[config.mk]
export PLATFORM = sky130hd
export DESIGN_NAME = console_terminal_controller
export DESIGN_NICKNAME = d
export VERILOG_FILES = /design/src/sv/ctc_pkg.sv /design/src/sv/console_terminal_controller.sv
export SDC_FILE = /design/constraint.sdc
export NUM_CORES = 1
export LEC_CHECK = 0
export BUFFER_PORTS_ARGS = -buffer_cell sky130_fd_sc_hd__buf_2
export CAP_MARGIN = 10
export CORE_UTILIZATION = 54
export CTS_BUF_LIST = sky130_fd_sc_hd__clkbuf_8
export DETAILED_ROUTE_END_ITERATION = 8
export PLACE_DENSITY = 0.71
export REMOVE_ABC_BUFFERS = 1
export SYNTH_ARGS = -nofsm -noshare
export SYNTH_HDL_FRONTEND = slang
export SYNTH_SLANG_ARGS = --single-unit
[constraint.sdc]
create_clock -name aclk -period 6 [get_ports aclk]
set_clock_uncertainty 0.2 [all_clocks]
set_input_delay 0.6 -clock aclk [delete_from_list [all_inputs] [get_ports aclk]]
set_output_delay 0.6 -clock aclk [all_outputs]
set_load 0.005 [all_outputs]
[src/sv/ctc_pkg.sv]
package ctc_pkg;

    // opcodes
    localparam logic [1:0] OP_CMD    = 2'd0;
    localparam logic [1:0] OP_STATUS = 2'd1;
    localparam logic [1:0] OP_KEY    = 2'd2;
    localparam logic [1:0] OP_TICK   = 2'd3;

    // device numbers and units
    localparam logic [2:0] DEV_INPUT = 3'd2;
    localparam logic [2:0] DEV_MAX   = 3'd3;
    localparam logic       UNIT_OUT  = 1'b0;
    localparam logic       UNIT_IN   = 1'b1;

    // status bits
    localparam logic [13:0] ST_END    = 14'o000001;
    localparam logic [13:0] ST_BUSY   = 14'o000040;
    localparam logic [13:0] ST_INPUT  = 14'o000100;
    localparam logic [13:0] ST_CANCEL = 14'o000200;
    localparam logic [13:0] ST_ACCEPT = 14'o000400;
    localparam logic [13:0] ST_F1     = 14'o001000;

    // characters
    localparam logic [6:0] CH_NONE   = 7'o000;
    localparam logic [6:0] CH_BELL   = 7'o007;
    localparam logic [6:0] CH_LF     = 7'o012;
    localparam logic [6:0] CH_CR     = 7'o015;
    localparam logic [6:0] CH_ETX    = 7'o003;
    localparam logic [6:0] CH_NAK    = 7'o025;
    localparam logic [6:0] CH_CAN    = 7'o030;
    localparam logic [6:0] CH_ESC    = 7'o033;
    localparam logic [6:0] CH_ONE    = 7'o061;
    localparam logic [6:0] CH_FIVE   = 7'o065;
    localparam logic [6:0] CODE_CRLF = 7'o137;

    typedef struct packed {
        logic [1:0] opcode;
        logic [2:0] unit_select;
        logic [1:0] cmd_bits;
        logic [7:0] key_code;
        logic [5:0] chan_code;
        logic       chan_end;
        logic       term_ready;
    } ctc_in_t;

    typedef struct packed {
        logic [13:0] status_word;
        logic [6:0]  term_char;
        logic        term_valid;
        logic [5:0]  chan_code_out;
        logic        chan_code_valid;
        logic        done_set;
        logic        done_clear;
        logic        done_unit;
        logic        last;
    } ctc_out_t;

    function automatic logic [6:0] code_to_ascii(input logic [5:0] c);
        logic [6:0] r;
        case (c[5:4])
            2'd0:    r = {3'b011, c[3:0]};
            2'd1:    r = {3'b010, c[3:0]};
            2'd2:    r = {3'b100, c[3:0]};
            default: r = {3'b101, c[3:0]};
        endcase
        return r;
    endfunction

endpackage

[src/sv/console_terminal_controller.sv]
// An accepted word is registered in in_reg and decoded in the following cycle; its first
// result word enters the result queue when the queue has room, and m_valid shows it.
// Throughput: one input word per cycle while the result queue has room; a line-accept
// key echoes CR and LF as two words, as the result side moves one word per cycle.
// Reset (aresetn low, synchronous): all unit status, held character, reading and escape
// flags clear; words in flight are dropped.
module console_terminal_controller (
    input  logic               aclk,
    input  logic               aresetn,
    input  logic               s_valid,
    output logic               s_ready,
    input  ctc_pkg::ctc_in_t   s_data,
    output logic               m_valid,
    input  logic               m_ready,
    output ctc_pkg::ctc_out_t  m_data
);
    import ctc_pkg::*;

    logic        in_valid_reg, in_valid_next;
    ctc_in_t     in_reg;

    logic [13:0] out_status_reg, out_status_next;
    logic [6:0]  out_held_reg, out_held_next;
    logic [13:0] in_status_reg, in_status_next;
    logic        in_reading_reg, in_reading_next;
    logic        in_esc_reg, in_esc_next;

    ctc_out_t    q_reg [2];
    ctc_out_t    q_next [2];
    logic [1:0]  cnt_reg, cnt_next;

    ctc_out_t    r0, r1;
    logic [1:0]  nres;
    logic        pop, advance;
    logic [1:0]  cnt_pop;
    logic [2:0]  cnt_sum;

    // decode of the registered word
    always_comb begin
        logic [13:0] st;
        logic        unit;
        logic [6:0]  ch;
        logic [6:0]  m;
        logic [6:0]  c;
        logic [2:0]  fidx;

        out_status_next = out_status_reg;
        out_held_next   = out_held_reg;
        in_status_next  = in_status_reg;
        in_reading_next = in_reading_reg;
        in_esc_next     = in_esc_reg;
        r0   = '0;
        r1   = '0;
        nres = 2'd0;
        unit = (in_reg.unit_select == DEV_INPUT) ? UNIT_IN : UNIT_OUT;
        st   = unit ? in_status_reg : out_status_reg;
        ch   = in_reg.key_code[6:0];
        m    = ch;
        c    = code_to_ascii(in_reg.chan_code);
        fidx = 3'(ch - CH_ONE);

        unique case (in_reg.opcode)
            OP_CMD, OP_STATUS: begin
                if (in_reg.unit_select <= DEV_MAX) begin
                    r0.done_clear = 1'b1;
                    r0.done_unit  = unit;
                    nres = 2'd1;
                    if (in_reg.opcode == OP_CMD) begin
                        if (in_reg.cmd_bits[0]) begin
                            st = ST_BUSY;
                            if (unit) in_reading_next = 1'b1;
                        end
                        if (in_reg.cmd_bits[1]) st = st & ~ST_BUSY;
                    end else begin
                        r0.status_word = st;
                        st = st & ST_BUSY;
                    end
                    if (unit) in_status_next = st;
                    else      out_status_next = st;
                end
            end
            OP_KEY: begin
                r0.done_unit = UNIT_IN;
                nres = 2'd1;
                if (in_esc_reg) begin
                    in_esc_next = 1'b0;
                    if (ch >= CH_ONE && ch <= CH_FIVE) begin
                        in_status_next  = in_status_reg | 14'(ST_F1 << fidx);
                        in_reading_next = 1'b0;
                        r0.done_set     = 1'b1;
                    end else begin
                        r0.term_valid = 1'b1;
                        r0.term_char  = CH_BELL;
                    end
                end else if (ch == CH_ESC) begin
                    in_esc_next = 1'b1;
                    nres = 2'd0;
                end else if (ch == CH_CAN) begin
                    in_status_next  = in_status_reg | ST_INPUT;
                    in_reading_next = 1'b0;
                    r0.done_set     = 1'b1;
                end else if (ch == CH_ETX || ch == CH_NAK) begin
                    in_status_next  = in_status_reg | ST_CANCEL;
                    in_reading_next = 1'b0;
                    r0.done_set     = 1'b1;
                end else if (!in_reading_reg) begin
                    r0.term_valid = 1'b1;
                    r0.term_char  = CH_BELL;
                end else if (ch == CH_CR || ch == CH_LF) begin
                    in_status_next  = in_status_reg | ST_ACCEPT;
                    in_reading_next = 1'b0;
                    r0.term_valid   = 1'b1;
                    r0.term_char    = CH_CR;
                    r1.term_valid   = 1'b1;
                    r1.term_char    = CH_LF;
                    r1.done_set     = 1'b1;
                    r1.done_unit    = UNIT_IN;
                    nres = 2'd2;
                end else begin
                    if (m >= 7'o140) m = m - 7'o040;
                    if (m >= 7'o100)      m = m - 7'o040;
                    else if (m >= 7'o060) m = m - 7'o060;
                    else if (m >= 7'o040) m = m - 7'o020;
                    else                  m = CH_NONE;
                    r0.term_valid = 1'b1;
                    if (ch < 7'o040) begin
                        // control character with no meaning here
                        r0.term_char = CH_BELL;
                    end else begin
                        r0.term_char       = code_to_ascii(m[5:0]);
                        r0.chan_code_out   = m[5:0];
                        r0.chan_code_valid = 1'b1;
                        r0.done_set        = in_reg.chan_end;
                        if (in_reg.chan_end) begin
                            in_reading_next = 1'b0;
                            in_status_next  = in_status_reg | ST_ACCEPT | ST_END;
                        end
                    end
                end
            end
            OP_TICK: begin
                r0.done_unit = UNIT_OUT;
                if (out_held_reg != CH_NONE) begin
                    if (in_reg.term_ready) begin
                        out_held_next = (out_held_reg == CH_CR) ? CH_LF : CH_NONE;
                        r0.term_valid = 1'b1;
                        r0.term_char  = out_held_reg;
                        nres = 2'd1;
                    end
                end else if ((out_status_reg & ST_BUSY) != '0) begin
                    if (c == CODE_CRLF) begin
                        c = CH_CR;
                        out_held_next = CH_LF;
                    end
                    if (!in_reg.term_ready) out_held_next = c;
                    if (in_reg.chan_end)
                        out_status_next = (out_status_reg & ~ST_BUSY) | ST_END;
                    if (in_reg.term_ready || in_reg.chan_end) begin
                        r0.term_valid = in_reg.term_ready;
                        r0.term_char  = in_reg.term_ready ? c : CH_NONE;
                        r0.done_set   = in_reg.chan_end;
                        nres = 2'd1;
                    end
                end
            end
            default: ;
        endcase
        r0.last = (nres == 2'd1);
        r1.last = 1'b1;
    end

    // result queue, head at entry 0
    assign m_valid = (cnt_reg != 2'd0);
    assign m_data  = q_reg[0];
    assign pop     = m_valid && m_ready;
    assign cnt_pop = cnt_reg - {1'b0, pop};
    assign cnt_sum = {1'b0, cnt_pop} + {1'b0, nres};
    assign advance = in_valid_reg && (cnt_sum <= 3'd2);
    assign s_ready = !in_valid_reg || advance;

    always_comb begin
        q_next   = q_reg;
        cnt_next = cnt_pop;
        if (pop) q_next[0] = q_reg[1];
        if (advance) begin
            if (nres != 2'd0) q_next[cnt_pop[0]] = r0;
            if (nres == 2'd2) q_next[1] = r1;
            cnt_next = cnt_sum[1:0];
        end
        if (s_valid && s_ready) in_valid_next = 1'b1;
        else if (advance)       in_valid_next = 1'b0;
        else                    in_valid_next = in_valid_reg;
    end

    always_ff @(posedge aclk) begin
        q_reg <= q_next;
        if (s_valid && s_ready) in_reg <= s_data;
        if (!aresetn) begin
            in_valid_reg   <= 1'b0;
            cnt_reg        <= 2'd0;
            out_status_reg <= '0;
            out_held_reg   <= CH_NONE;
            in_status_reg  <= '0;
            in_reading_reg <= 1'b0;
            in_esc_reg     <= 1'b0;
        end else begin
            in_valid_reg <= in_valid_next;
            cnt_reg      <= cnt_next;
            if (advance) begin
                out_status_reg <= out_status_next;
                out_held_reg   <= out_held_next;
                in_status_reg  <= in_status_next;
                in_reading_reg <= in_reading_next;
                in_esc_reg     <= in_esc_next;
            end
        end
    end

endmodule

==> metrics.yaml <==
final_layout:
  area_growth_pct: 8.87
  register_area_mm2: 0.00311
  diodes: 0
  final_area_mm2: 0.00734
  nFillCells: 1055
  final_cells: 865
  multiInputGateArea_mm2: 0.00317
  nets: 725
  drive_gt1_share_pct: 19.1
route:
  wl_met2_mm: 6.95
  drt-initial-drc-count: 426
  routedWlPerCell_um: 17.1
  drtPass1Iterations: 5
  route.met3.wl_um: 848
  dr.max_layer_used: "met4"
  via_per_inst: 5.77
  vias: 4994
  ant_nets: 0
  routed_wl_mm: 14.8
  drc: 0
  drt-met1-wl_mm: 6.78
global_route:
  grt_pass1_vias: 4780
  grt_antenna_before_repair: 0
  track_usage_pct: 24.8
  grt_pass1_wl_mm: 24.5
  grt_max_degree: 50
  grt_overflow: 0
synth:
  ys_seq_elements: 128
  synth.area.top_cells: "edfxtp_1 (24%), dfxtp_1 (22%), mux2i_1 (9.3%)"
  synth_compound_area_share_pct: 14.3
  synth_adder_area_share_pct: 2.71
  synth_warnings: 0
  synth_top_area_share_pct: 24.5
  postSynthAreaPerCell_um2: 10.1
  synthXorXnorAreaFrac_pct: 0.260
  ys_types: 73
  ys.flop_type: "dfxtp_1"
  synthTopCellsByCount: "dfxtp_1 (73), mux2i_1 (63), nor2_1 (61)"
  yosysTopAreaCell: "edfxtp_1"
  synthSimpleGateAreaFrac_pct: 17.2
  synthMuxAreaShare_pct: 12.4
  yosysMostFrequentCell: "dfxtp_1"
  netlist_instances: 668
  async_flop_share_pct: 0
  synth_edf_count: 55
  syn-cell-area_mm2: 0.00675
  ys_seq_area_share_pct: 46.2
  synth_top_family_by_area: "simple AND/OR/NAND/NOR gates"
timing:
  drv_slew: 0
  post-route-period-util_pct: 84.3
  rsz0062_at_grt: "no"
  setup-violations-final: 0
  period_needed_ns: 5.06
  max_freq_mhz: 198
  relSlewSlack_pct: 25.3
  hold_viol: 0
  tightest_slew_ns: 1.11
power_and_ir_drop:
  p_per_area_mw_per_mm2: 409
  p_leak_nw: 3.07
  p_switching_uw: 1000
  p_int_mw: 2.00
  p_seq_share_pct: 41.3
  combPwrFrac_pct: 31.9
  pwr-share-clk_pct: 26.8
  ir_drop_v: 0.000282
  netSwitchingFraction_pct: 33.3
worst_setup_path:
  critical_path_cell_count: 12
  r2r-start: "in_reg[10]"
  reg2reg_depth: 12
  arrival_ns: 5.19
  cp_common_cell: "a2111oi_4"
  cp-start-kind: "register"
  cpLargestDelayFamily: "compound AO/OA/AOI/OAI gates"
  crit_required_ns: 6.14
  crit_slowest_cell: "a2111oi_4"
  reg2reg_slack_ns: 0.94
  max_stage_delay_ns: 0.74
  crit_type: "reg -> reg"
  critPathCaptureType: "register"
  cp_max_fo: 16
  worstPathCellList: "or3b_1, a2111oi_4, a21boi_0, a21oi_2, inv_1, ha_1, fa_1, nor2b_1, or3b_2, a2111oi_4, a21boi_2, and2_1"
  r2r-end: "out_status_reg[1]"
  crit_buf_inv: 1
hold_path:
  whs_endpoint: "in_reg[16]"
  hp-start: "s_data[16]"
  hold_depth: 1
  hp-class: "in -> reg"
cts:
  post_cts_buffers: 0
  cts_tree: "yes"
  ctsHoldBuffers: 0
  cts_max_level: 4
  clockBufferDepth: 2
  cts-resized-gates: 0
  cts_root_buf: "clkbuf_8"
  path_clk_slew_ns: 0.07
  clkLatencyLatePin_ns: 0.45
  cts.sinks: 128
  cts_buffers: 17
placement:
  dp_hpwl_mm: 10.1
  gp_congestion: 0.888
  dp.cells: 832
  numPortBuffers: 60
  postPlaceCellArea_mm2: 0.00691
floorplan:
  die_w_um: 114
  io_pins: 62
  die-area_mm2: 0.0129
  coreArea_mm2: 0.0121
  dieHeight_um: 114
  row_count: 40
  start_util_pct: 55.7
status:
  status: "finished clean"
job:
  maxCapViolCount: 0
## routing by layer
| metal | vias up | track usage [%] |
|---|---|---|
| met4 | 0 | 7.98 |
| met3 | 16 | 6.48 |
| met5 | - | 0 |
| li1 | 2430 | - |
| met2 | 149 | 40.1 |
| met1 | 2399 | 32.5 |
## per-stage QoR
stage	hold WS (ns)	utilization [%]	setup WS (ns)	power (mW)	setup TNS, ns
5_1_grt	0.0829	60.6	0.675	3.19	0
6_report	0.128	60.6	0.944	3.00	0
3_3_place_gp	0.235	57.0	1.09	2.17	0
4_1_cts	0.0937	60.6	0.956	3.03	0
3_5_place_dp	0.243	57.0	0.984	2.22	0
2_1_floorplan	0.222	-	-0.731	1.88	-38.70
## worst max path at each step
| stage | end | slack, ns | from |
|---|---|---|---|
| finish | out_status_reg[1] | 0.94 | in_reg[10] |
| global route | m_data[4] | 0.67 | in_reg[10] |
| CTS | out_status_reg[2] | 0.96 | in_reg[10] |
| detailed placement | out_status_reg[3] | 0.98 | in_reg[10] |
| global placement | out_status_reg[8] | 1.09 | in_reg[10] |
| floorplan | m_data[19] | -0.73 | cnt_reg[1] |
## area by class of cell
| cell class | count | area share (%) |
|---|---|---|
| Clock buffer | 19 | 3.56 |
| Clock inverter | 13 | 2.32 |
| Inverter | 16 | 0.818 |
| Multi-Input combinational cell | 453 | 43.2 |
| Sequential cell | 128 | 42.4 |
| Tap cell | 168 | 2.86 |
| Timing Repair Buffer | 68 | 4.87 |
## worst register-to-register path: stages (launching register included)
cell and delay (ns):
edfxtp_1 0.63, or3b_1 0.50, a2111oi_4 0.47, a21boi_0 0.18, a21oi_2 0.16, inv_1 0.12, ha_1 0.21, fa_1 0.47
nor2b_1 0.18, or3b_2 0.60, a2111oi_4 0.74, a21boi_2 0.25, and2_1 0.24
## power by group through the flow
stage          logic [mW]  clock network [mW]  registers (mW)
2_1_floorplan       0.637                   0            1.25
3_3_place_gp        0.928                   0            1.25
3_5_place_dp        0.962                   0            1.26
4_1_cts             0.966               0.822            1.24
5_1_grt              1.07               0.860            1.26
6_report            0.957               0.805            1.24
## cell usage in the layout (no fill, tap or decap), types with 8 or more instances in the layout
cell,instances
dfxtp_1,73
mux2i_1,63
nor2_1,60
buf_2,60
edfxtp_1,55
nand2_1,51
a21oi_1,31
nor3_1,20
o21ai_0,19
clkbuf_8,19
inv_1,18
nand3_1,18
and2_1,17
ha_1,13
mux2_2,12
nor2b_1,9
o21a_1,9
a21boi_0,8
## logic make-up (layout without fill, tap and decap cells)
| family | Yosys count | after routing |
|---|---|---|
| and+or+nand+nor | 226 | 226 |
| xor gates and xnor gates | 2 | 2 |
| buffers and inverters | 87 | 116 |
| muxes | 81 | 81 |
| adders and majority gates | 14 | 14 |
| DFF | 128 | 128 |
| AOI/OAI and AO/OA | 130 | 130 |
(Power assumes the default switching activity.)
